**src/hw/rtl/fwsd_pkg.sv**
```systemverilog
package fwsd_pkg;

  localparam int WHEEL_COUNT = 4;
  localparam int CFG_DATA_W  = 16;
  localparam int CFG_INDEX_W = 3;

  localparam logic [7:0] LOW_COUNT_MAX = 8'd255;

  typedef enum logic [CFG_INDEX_W-1:0] {
    CFG_PROTECT_ENABLE    = 3'd0,
    CFG_MIN_PULSES        = 3'd1,
    CFG_CONFIRM_WINDOWS   = 3'd2,
    CFG_GRACE_TIME        = 3'd3,
    CFG_CHECK_PERIOD      = 3'd4,
    CFG_COMMAND_THRESHOLD = 3'd5
  } cfg_reg_t;

  localparam logic        RST_PROTECT_ENABLE    = 1'b1;
  localparam logic [15:0] RST_MIN_PULSES        = 16'd5;
  localparam logic [7:0]  RST_CONFIRM_WINDOWS   = 8'd3;
  localparam logic [15:0] RST_GRACE_TIME        = 16'd1000;
  localparam logic [15:0] RST_CHECK_PERIOD      = 16'd100;
  localparam logic [14:0] RST_COMMAND_THRESHOLD = 15'd10;

  typedef enum logic {
    OP_UPDATE  = 1'b0,
    OP_RESTART = 1'b1
  } opcode_t;

  typedef struct packed {
    logic               opcode;
    logic        [31:0] now_time;
    logic signed [15:0] delta_front_left;
    logic signed [15:0] delta_rear_left;
    logic signed [15:0] delta_front_right;
    logic signed [15:0] delta_rear_right;
    logic signed [15:0] left_drive;
    logic signed [15:0] right_drive;
  } tick_t;

  typedef struct packed {
    logic stop_motors;
    logic window_checked;
  } result_t;

  function automatic logic [16:0] abs16(input logic signed [15:0] x);
    logic [16:0] ext;
    ext = {x[15], x};
    return x[15] ? (~ext + 17'd1) : ext;
  endfunction

endpackage

```
**src/hw/rtl/fwsd_stream_if.sv**
```systemverilog
interface fwsd_stream_if #(
  parameter type payload_t = logic
);
  logic     valid;
  logic     ready;
  payload_t payload;

  modport source (output valid, output payload, input ready);
  modport sink   (input valid, input payload, output ready);
endinterface

```
**src/hw/rtl/four_wheel_stall_detector_unit.sv**
```systemverilog
// Channel   Dir  Payload    Beat
// tick      in   tick_t     valid & ready
// result    out  result_t   valid & ready
// cfg       in   16b data   cfg_we (index selects register)
//
// One result beat per tick beat. A tick accepted passes through the input
// register, then the result register. A new tick is taken every cycle unless
// the result side stalls; the input stage advances whenever the result
// register is empty or is drained in the same cycle.
// Synchronous reset clears state and loads the register defaults.
module four_wheel_stall_detector_unit
  import fwsd_pkg::*;
(
  input  logic                   clk,
  input  logic                   rst,
  fwsd_stream_if.sink            tick,
  fwsd_stream_if.source          result,
  input  logic                   cfg_we,
  input  logic [CFG_INDEX_W-1:0] cfg_index,
  input  logic [CFG_DATA_W-1:0]  cfg_data
);

  logic        protect_enable;
  logic [15:0] min_pulses;
  logic [7:0]  confirm_windows;
  logic [15:0] grace_time;
  logic [15:0] check_period;
  logic [14:0] command_threshold;

  logic        s1_valid;
  tick_t       s1_tick;
  logic        s1_fire;
  logic        res_valid;
  result_t     res_data;
  result_t     res_data_next;

  logic [31:0] pulse_sums [WHEEL_COUNT];
  logic [31:0] pulse_sums_next [WHEEL_COUNT];
  logic [7:0]  low_counts [WHEEL_COUNT];
  logic [7:0]  low_counts_next [WHEEL_COUNT];
  logic [31:0] last_check_time;
  logic [31:0] last_check_time_next;
  logic [31:0] grace_start_time;
  logic [31:0] grace_start_time_next;
  logic        fault_latched;
  logic        fault_latched_next;

  logic signed [15:0] deltas [WHEEL_COUNT];

  assign s1_fire        = s1_valid && (!res_valid || result.ready);
  assign tick.ready     = !s1_valid || s1_fire;
  assign result.valid   = res_valid;
  assign result.payload = res_data;

  assign deltas[0] = s1_tick.delta_front_left;
  assign deltas[1] = s1_tick.delta_rear_left;
  assign deltas[2] = s1_tick.delta_front_right;
  assign deltas[3] = s1_tick.delta_rear_right;

  always_ff @(posedge clk) begin
    if (rst) begin
      protect_enable    <= RST_PROTECT_ENABLE;
      min_pulses        <= RST_MIN_PULSES;
      confirm_windows   <= RST_CONFIRM_WINDOWS;
      grace_time        <= RST_GRACE_TIME;
      check_period      <= RST_CHECK_PERIOD;
      command_threshold <= RST_COMMAND_THRESHOLD;
    end else if (cfg_we) begin
      unique case (cfg_reg_t'(cfg_index))
        CFG_PROTECT_ENABLE:    protect_enable    <= cfg_data[0];
        CFG_MIN_PULSES:        min_pulses        <= cfg_data;
        CFG_CONFIRM_WINDOWS:   confirm_windows   <= cfg_data[7:0];
        CFG_GRACE_TIME:        grace_time        <= cfg_data;
        CFG_CHECK_PERIOD:      check_period      <= cfg_data;
        CFG_COMMAND_THRESHOLD: command_threshold <= cfg_data[14:0];
        default: ;
      endcase
    end
  end

  always_ff @(posedge clk) begin
    if (rst) begin
      s1_valid <= 1'b0;
    end else if (tick.ready) begin
      s1_valid <= tick.valid;
    end
  end

  always_ff @(posedge clk) begin
    if (tick.ready && tick.valid) begin
      s1_tick <= tick.payload;
    end
  end

  always_ff @(posedge clk) begin
    if (rst) begin
      res_valid <= 1'b0;
    end else if (s1_fire) begin
      res_valid <= 1'b1;
    end else if (result.ready) begin
      res_valid <= 1'b0;
    end
  end

  always_ff @(posedge clk) begin
    if (s1_fire) begin
      res_data <= res_data_next;
    end
  end

  always_comb begin
    logic [31:0] acc;
    logic        left_move;
    logic        right_move;
    logic        move;
    logic        stalled;

    for (int w = 0; w < WHEEL_COUNT; w++) begin
      pulse_sums_next[w] = pulse_sums[w];
      low_counts_next[w] = low_counts[w];
    end
    last_check_time_next  = last_check_time;
    grace_start_time_next = grace_start_time;
    fault_latched_next    = fault_latched;
    res_data_next         = '0;
    stalled               = 1'b0;
    acc                   = '0;
    move                  = 1'b0;
    left_move  = abs16(s1_tick.left_drive)  >= {2'b00, command_threshold};
    right_move = abs16(s1_tick.right_drive) >= {2'b00, command_threshold};

    if (s1_tick.opcode == OP_RESTART) begin
      for (int w = 0; w < WHEEL_COUNT; w++) begin
        pulse_sums_next[w] = '0;
        low_counts_next[w] = '0;
      end
      last_check_time_next  = s1_tick.now_time;
      grace_start_time_next = s1_tick.now_time;
      fault_latched_next    = 1'b0;
    end else if (!protect_enable) begin
      res_data_next = '0;
    end else if (fault_latched) begin
      res_data_next.stop_motors = 1'b1;
    end else if ((s1_tick.now_time - grace_start_time) < {16'd0, grace_time}) begin
      for (int w = 0; w < WHEEL_COUNT; w++) begin
        pulse_sums_next[w] = '0;
        low_counts_next[w] = '0;
      end
      last_check_time_next = s1_tick.now_time;
    end else if ((s1_tick.now_time - last_check_time) < {16'd0, check_period}) begin
      for (int w = 0; w < WHEEL_COUNT; w++) begin
        pulse_sums_next[w] = pulse_sums[w] + {15'd0, abs16(deltas[w])};
      end
    end else begin
      last_check_time_next         = s1_tick.now_time;
      res_data_next.window_checked = 1'b1;
      for (int w = 0; w < WHEEL_COUNT; w++) begin
        acc  = pulse_sums[w] + {15'd0, abs16(deltas[w])};
        move = (w < WHEEL_COUNT / 2) ? left_move : right_move;
        pulse_sums_next[w] = '0;
        if (!move) begin
          low_counts_next[w] = '0;
        end else begin
          if (acc < {16'd0, min_pulses}) begin
            if (low_counts[w] != LOW_COUNT_MAX) begin
              low_counts_next[w] = low_counts[w] + 8'd1;
            end
          end else begin
            low_counts_next[w] = '0;
          end
          if (low_counts_next[w] >= confirm_windows) begin
            stalled = 1'b1;
          end
        end
      end
      if (stalled) begin
        fault_latched_next        = 1'b1;
        res_data_next.stop_motors = 1'b1;
      end
    end
  end

  always_ff @(posedge clk) begin
    if (rst) begin
      for (int w = 0; w < WHEEL_COUNT; w++) begin
        pulse_sums[w] <= '0;
        low_counts[w] <= '0;
      end
      last_check_time  <= '0;
      grace_start_time <= '0;
      fault_latched    <= 1'b0;
    end else if (s1_fire) begin
      for (int w = 0; w < WHEEL_COUNT; w++) begin
        pulse_sums[w] <= pulse_sums_next[w];
        low_counts[w] <= low_counts_next[w];
      end
      last_check_time  <= last_check_time_next;
      grace_start_time <= grace_start_time_next;
      fault_latched    <= fault_latched_next;
    end
  end

endmodule

```
**src/flat_wrapper.sv**
```systemverilog
// flat-port wrapper written by rule: the top's interface ports become plain ports
module four_wheel_stall_detector_unit_flat import fwsd_pkg::*;
  (clk, rst, cfg_we, cfg_index, cfg_data, tick_valid, tick_payload, tick_ready, result_valid, result_payload, result_ready);
  fwsd_stream_if #(.payload_t(tick_t)) tick_i ();
  fwsd_stream_if #(.payload_t(result_t)) result_i ();
  input  logic clk;
  input  logic rst;
  input  logic cfg_we;
  input  logic [CFG_INDEX_W-1:0] cfg_index;
  input  logic [CFG_DATA_W-1:0] cfg_data;
  input wire logic [$bits(tick_i.valid)-1:0] tick_valid;
  input wire logic [$bits(tick_i.payload)-1:0] tick_payload;
  output wire logic [$bits(tick_i.ready)-1:0] tick_ready;
  output wire logic [$bits(result_i.valid)-1:0] result_valid;
  output wire logic [$bits(result_i.payload)-1:0] result_payload;
  input wire logic [$bits(result_i.ready)-1:0] result_ready;
  assign tick_i.valid = tick_valid;
  assign tick_i.payload = tick_payload;
  assign tick_ready = tick_i.ready;
  assign result_valid = result_i.valid;
  assign result_payload = result_i.payload;
  assign result_i.ready = result_ready;
  four_wheel_stall_detector_unit u_core (.clk(clk), .rst(rst), .tick(tick_i), .result(result_i), .cfg_we(cfg_we), .cfg_index(cfg_index), .cfg_data(cfg_data));
endmodule
```
**config.mk**
```make
export PLATFORM = sky130hd
export DESIGN_NAME = four_wheel_stall_detector_unit_flat
export DESIGN_NICKNAME = d
export VERILOG_FILES = /design/src/hw/rtl/fwsd_pkg.sv /design/src/hw/rtl/fwsd_stream_if.sv /design/src/hw/rtl/four_wheel_stall_detector_unit.sv /design/src/flat_wrapper.sv
export SDC_FILE = /design/constraint.sdc
export NUM_CORES = 1
export LEC_CHECK = 0
export BUFFER_PORTS_ARGS = -buffer_cell sky130_fd_sc_hd__buf_4
export CORE_MARGIN = 3
export CORE_UTILIZATION = 50
export DETAILED_ROUTE_END_ITERATION = 8
export GPL_ROUTABILITY_DRIVEN = 0
export PLACE_DENSITY = 0.67
export SLEW_MARGIN = 20
export SYNTH_ARGS = -nofsm -noshare
export SYNTH_HDL_FRONTEND = slang
export SYNTH_SLANG_ARGS = --single-unit
```
**constraint.sdc**
```tcl
create_clock -name clk -period 11.9 [get_ports clk]
set_input_delay 0.595 -clock clk [delete_from_list [all_inputs] [get_ports clk]]
set_output_delay 0.595 -clock clk [all_outputs]
set_load 0.03 [all_outputs]
```
==> results.py, run 1 <==
metrics = {
    "cells_and_area": {
        "nets": 3831,
        "area_growth_pct": 11.37,
        "mostFrequentLayoutCells": "nand2_1, ha_1, edfxtp_1",
        "antenna_cells": 0,
        "final_common_cell": "nand2_1",
        "drive_gt1_share_pct": 10.01,
        "n_fill_cell": 5185,
        "final_util_pct": 56.57,
    },
    "floorplan": {
        "floorplan.die.height_um": 251.6,
        "die_area_um2": 63280,
        "chipWidth_um": 251.6,
        "core_um2": 59350,
        "io_pins": 157,
        "start_util_pct": 50.80,
        "num_rows": 89,
    },
    "synthesis": {
        "syn_area_per_cell_um2": 9.257,
        "synth_cell_types": 97,
        "synthCells": 3257,
        "yosysWarnings": 0,
        "netlist_area_um2": 30150,
        "async_reset_ff_share_pct": 0,
        "synth_seq_area_share_pct": 38.21,
        "synth-seq-cells": 430,
        "ys.flop_type": "edfxtp_1",
        "synth-edff-count": 291,
    },
    "timing": {
        "setup_ws_ps": 4103,
        "tightest_slew_ps": 1077,
        "drv_slew": 0,
        "grt_setup_unrepaired": "false",
        "worst_clock_skew_ps": 29.65,
        "fmax_mhz": 128.2,
        "period_share_pct": 65.52,
        "layout_min_cycle_time_ps": 7797,
        "holdWs_ps": 165.5,
        "hold_viol": 0,
        "tns_ps": 0,
        "setup_violations": 0,
        "maxSlewHeadroom_pct": 27.79,
    },
    "clock_tree": {
        "cts_root_buffer": "clkbuf_16",
        "numCtsBuffers": 50,
        "cts_tree": "done",
        "cts-resized-gates": 0,
        "clockBufferDepth": 3,
        "cts.sinks": 430,
        "cts.clk_slew.worst_paths_ps": 60,
        "postCtsSetupBuffers": 0,
        "cts_hold_buffers": 0,
        "ctsHtreeMaxLevel": 2,
        "clock_latency_ps": 610,
    },
    "setup_path": {
        "reg2regPathDepth": 32,
        "reg2reg_from": "u_core.deltas[20]$_DFFE_PP_",
        "crit_start": "u_core.deltas[20]$_DFFE_PP_",
        "crit_path_max_incr_delay_ps": 550,
        "crit_path_end_kind": "flop",
        "worstSetupPathType": "flop to flop",
        "cp-start-kind": "flop",
        "cp_max_fo": 16,
        "arrival_ps": 8160,
        "crit_end": "u_core.result.payload[1]$_SDFFCE_PP0P_",
        "r2r_end": "u_core.result.payload[1]$_SDFFCE_PP0P_",
        "critPathSlowestCell": "or4_1",
        "worst_ep_required_time_ps": 12260,
        "rrSetupSlack_ps": 4100,
    },
    "route": {
        "drtAntennaViolNets": 0,
        "wire_per_inst_um": 17.85,
        "drt_first_pass_iters": 5,
        "routed_wirelength_um": 74820,
        "vias_per_cell": 5.814,
        "drtIter0Drc": 1642,
        "vias": 24370,
        "post-route-drc-count": 0,
    },
    "grt": {
        "antenna_found_initial": 0,
        "grt_pass1_wl_um": 121200,
        "grt_pass1_vias": 24210,
        "track_usage_pct": 23.17,
        "overflow": 0,
        "grt_max_degree": 93,
    },
    "place": {
        "portBuffers": 156,
        "dp_hpwl_um": 55850,
        "place_ws_ps": 4122,
    },
    "job": {
        "drv_cap": 0,
    },
    "hold_path": {
        "hold_path_class": "primary input to flop",
    },
    "status": {
        "outcome": "completed",
    },
    "pwr": {
        "power_w": 0.004250,
        "p_per_area_nw_per_um2": 126.6,
        "ir_worst_vdd_mv": 0.1265,
        "leakage_nw": 13.06,
    },
}
how the worst min path moves through the flow:
| stage | slack, ps | depth (start not counted) | startpoint | endpoint |
|---|---|---|---|---|
| after floorplan | 430 | 2 | u_core.check_period[0]$_SDFFE_PP0P_ | u_core.check_period[0]$_SDFFE_PP0P_ |
| after global placement | 440 | 2 | u_core.grace_start_time[11]$_SDFFE_PP0P_ | u_core.grace_start_time[11]$_SDFFE_PP0P_ |
| after detailed placement | 450 | 2 | u_core.min_pulses[14]$_SDFFE_PP0P_ | u_core.min_pulses[14]$_SDFFE_PP0P_ |
| after CTS | 130 | 1 | tick_payload[121] | u_core.s1_tick[121]$_DFFE_PP_ |
| after global routing | 140 | 1 | tick_payload[118] | u_core.s1_tick[118]$_DFFE_PP_ |
| final | 170 | 1 | tick_payload[121] | u_core.s1_tick[121]$_DFFE_PP_ |
cell type report:
type	instances	area [um2]	share of cell area (%)
Multi-Input combinational cell	2531	17440	51.94
Sequential cell	430	11520	34.31
Clock buffer	64	1369	4.076
Timing Repair Buffer	169	1269	3.778
Tap cell	773	967.2	2.880
Inverter	195	732.0	2.180
Clock inverter	29	279.0	0.8309
cells in the mapped netlist (83+ instances only):
| master | instances | area (um2) |
|---|---|---|
| nand2_1 | 352 | 1321 |
| a21o_1 | 98 | 735.7 |
| nand2b_1 | 115 | 719.4 |
| xnor2_1 | 171 | 1498 |
| a21oi_1 | 240 | 1201 |
| dfxtp_1 | 139 | 2783 |
| inv_1 | 195 | 732.0 |
| xor2_1 | 86 | 753.2 |
| nand3_1 | 83 | 415.4 |
| o21ai_0 | 138 | 690.7 |
| edfxtp_1 | 291 | 8738 |
| nor2_1 | 215 | 807.0 |
| ha_1 | 295 | 3691 |
power breakdown:
group,internal (W),leakage (nW),total [W],switching (W)
logic,0.000406,8.12,0.000942,0.000536
clock network,0.000921,0.818,0.00156,0.000638
registers,0.00168,4.11,0.00175,0.0000735
registers in the layout, indices dropped and copies added, names as in the netlist:
| register | flops |
|---|---|
| u_core.check_period | 16 |
| u_core.result.valid | 1 |
| u_core.min_pulses | 16 |
| u_core.protect_enable | 1 |
| u_core.confirm_windows | 8 |
| u_core.deltas | 64 |
| u_core.s1_tick | 65 |
| u_core.s1_valid | 1 |
| u_core.last_check_time | 32 |
| u_core.fault_latched | 1 |
| u_core.result.payload | 2 |
| u_core.pulse_sums | 128 |
| u_core.grace_time | 16 |
| u_core.grace_start_time | 32 |
| u_core.low_counts | 32 |
| u_core.command_threshold | 15 |
layer usage:
metal / global-route usage (%) / up-vias / part of all wire, %
li1: - / 11950 / -
met1: 30.93 / 11560 / 45
met2: 39.30 / 703 / 47
met3: 3.000 / 149 / 5.3
met4: 7.227 / 0 / 2.9
met5: 0 / - / 0
worst max-delay path: cells and delay by family, from the launching register on:
family / cells / cell delay [ps]
flip-flops: 1 / 430
adder cells (fa/ha/maj): 3 / 870
AND/OR/NAND/NOR: 8 / 2580
XOR/XNOR: 2 / 320
AO/OA/AOI/OAI: 19 / 3380
cells by family (layout without fill, tap and decap cells):
group / Yosys count / count (layout) / synth area share (%)
xor+xnor: 257 / 257 / 7.466
buf+inv: 299 / 457 / 4.117
mux: 59 / 59 / 1.975
flops: 430 / 430 / 38.21
compound gates: 728 / 728 / 15.56
other cells: 1 / 4 / 0.01244
simple gates: 1182 / 1182 / 20.01
fa+ha+maj: 301 / 301 / 12.64
stage by stage:
step	cells	area, um2
2_1_floorplan	3260	30160
3_3_place_gp	4098	31920
3_5_place_dp	4098	31920
4_1_cts	4191	33570
5_1_grt	4191	33580
6_report	4191	33580
Note: power is estimated with default switching activity, not from simulation.
==> run 2: changes to the inputs <==
ABC_AREA = 1   (was not set)
PLACE_DENSITY = 0.7   (was 0.67)
clock period = 6.33 ns   (was 11.9 ns; I/O delays follow)
==> results.py, run 2 <==
metrics = {
    "route": {
        "vias": 28700,
        "post-route-drc-count": 0,
        "drt_first_pass_iters": 6,
        "drtAntennaViolNets": 0,
        "vias_per_cell": 5.168,
        "wire_per_inst_um": 15.07,
        "routed_wirelength_um": 83680,
        "drtIter0Drc": 1958,
    },
    "timing": {
        "setup_violations": 0,
        "fmax_mhz": 171.3,
        "period_share_pct": 92.21,
        "layout_min_cycle_time_ps": 5837,
        "holdWs_ps": 36.58,
        "hold_viol": 0,
        "tightest_slew_ps": 1101,
        "drv_slew": 0,
        "maxSlewHeadroom_pct": 26.61,
        "worst_clock_skew_ps": 55.58,
    },
    "cells_and_area": {
        "drive_gt1_share_pct": 6.842,
        "largest_register_ffs": 128,
        "n_fill_cell": 5802,
        "largest_register": "u_core.pulse_sums",
        "mostFrequentLayoutCells": "nand2_1, inv_1, nor2_1",
        "instances_no_fill": 5553,
        "nets": 5117,
        "area_growth_pct": 16.46,
        "final_common_cell": "nand2_1",
    },
    "grt": {
        "grt_pass1_wl_um": 134900,
        "overflow": 0,
        "antenna_found_initial": 2,
        "grt_pass1_vias": 27350,
        "grt_max_degree": 121,
        "track_usage_pct": 24.59,
    },
    "floorplan": {
        "floorplan.die.height_um": 259.1,
        "num_rows": 92,
        "die_area_um2": 67130,
        "io_pins": 157,
        "core_um2": 63200,
        "start_util_pct": 50.68,
        "chipWidth_um": 259.1,
    },
    "synthesis": {
        "synth_top_area_cell": "edfxtp_1",
        "synth_cell_types": 57,
        "yosysWarnings": 0,
        "synth_seq_area_share_pct": 35.97,
        "netlist.area_leader.share_pct": 27.28,
        "async_reset_ff_share_pct": 0,
        "synth-edff-count": 291,
        "synth_most_common_cell": "nand2_1",
        "synthCells": 4359,
        "ys.flop_type": "edfxtp_1",
        "syn_area_per_cell_um2": 7.348,
        "synth-seq-cells": 430,
        "synth_common_cells": "nand2_1, inv_1, nor2_1, a21oi_1, ha_1",
        "netlist_area_um2": 32030,
        "synthTopCellsByArea": "edfxtp_1, ha_1, nand2_1",
    },
    "setup_path": {
        "worstSetupPathType": "flop to flop",
        "arrival_ps": 6210,
        "crit_path_max_incr_delay_ps": 410,
        "cp-start-kind": "flop",
        "worst_ep_required_time_ps": 6700,
        "crit_top_cell": "nand2_1",
        "critPathSlowestCell": "edfxtp_1",
        "crit_path_end_kind": "flop",
        "cp_max_fo": 7,
    },
    "place": {
        "portBuffers": 156,
        "dpl.cell_count": 5308,
        "dp_hpwl_um": 62840,
    },
    "job": {
        "drv_cap": 0,
    },
    "clock_tree": {
        "clockBufferDepth": 3,
        "clock_latency_ps": 620,
        "cts.clk_slew.worst_paths_ps": 60,
        "cts_root_buffer": "clkbuf_16",
        "ctsHtreeMaxLevel": 2,
        "cts_tree": "done",
        "numCtsBuffers": 51,
        "cts.sinks": 430,
    },
    "pwr": {
        "leakage_nw": 17.65,
        "ir_worst_vdd_mv": 0.2336,
        "p_per_area_nw_per_um2": 226.9,
    },
    "status": {
        "outcome": "completed",
    },
    "hold_path": {
        "hold_path_class": "primary input to flop",
    },
}
run 2: worst max-delay path: cells and delay by family (launching register included):
kind / cells / cell delay (ps)
AOI/OAI and AO/OA: 5 / 910
xor gates and xnor gates: 2 / 320
adders and majority gates: 4 / 1040
buffers and inverters: 8 / 780
DFF: 1 / 410
and+or+nand+nor: 19 / 2110
run 2: path summary, 6_finish.rpt:
path,endpoint,startpoint,slack [ps],cells past startpoint
setup / recovery,u_core.result.payload[1]$_SDFFCE_PP0P_,u_core.deltas[32]$_DFFE_PP_,490,38
hold / removal,u_core.grace_time[7]$_SDFFE_PP1P_,cfg_data[7],40,3
setup reg to reg,u_core.result.payload[1]$_SDFFCE_PP0P_,u_core.deltas[32]$_DFFE_PP_,490,38
hold reg to reg,u_core.check_period[4]$_SDFFE_PP0P_,u_core.check_period[4]$_SDFFE_PP0P_,470,2
run 2: logic make-up after synthesis:
family	after synthesis	synth area share (%)
AOI/OAI and AO/OA	637	10.74
xor gates and xnor gates	211	5.770
adders and majority gates	301	11.90
buffers and inverters	842	10.22
DFF	430	35.97
other	1	0.01171
and+or+nand+nor	1937	25.39
run 2: timing repair:
item                                   4_1_cts  5_1_grt
hold buffers                               142        0
buffers inserted                             0        6
setup endpoints to repair                    0        2
resized for setup                            0       21
endpoints found under the hold margin      141        0
run 2: layout make-up:
class	instances	area, um2	area share (%)
inverter	774	2912	7.806
tap	846	1059	2.838
sequential	430	11520	30.89
timing repair buffer	316	2744	7.356
multi-input combinational	3090	17380	46.60
clock inverter	21	247.7	0.6642
antenna	1	2.502	0.006709
clock buffer	75	1434	3.844
run 2: layer usage:
metal | vias to the layer above | global-route usage, % | wire [um]
li1 | 14810 | - | -
met1 | 13030 | 31.86 | 37340
met2 | 695 | 42.80 | 39680
met3 | 154 | 2.975 | 4171
met4 | 2 | 7.673 | 2467
met5 | - | 0 | 20
run 2: stage by stage:
stage	cell area (um2)	utilization, %	worst slack [ps]	TNS (ps)	power, W
6_report	37300	59.02	493.2	0	0.008463
5_1_grt	37300	59.02	-79.69	-117.8	0.008962
4_1_cts	37140	58.78	374.6	0	0.008468
3_5_place_dp	34040	53.87	450.5	0	0.005419
3_3_place_gp	34040	53.87	592.4	0	0.005381
2_1_floorplan	32040	-	795.7	0	0.004830
run 2: power breakdown:
group | internal [W] | switching [W] | leakage, nW
Clock | 0.00171 | 0.00125 | 0.805
Combinational | 0.000856 | 0.00137 | 12.7
Sequential | 0.00316 | 0.000112 | 4.12
Total | 0.00573 | 0.00274 | 17.6
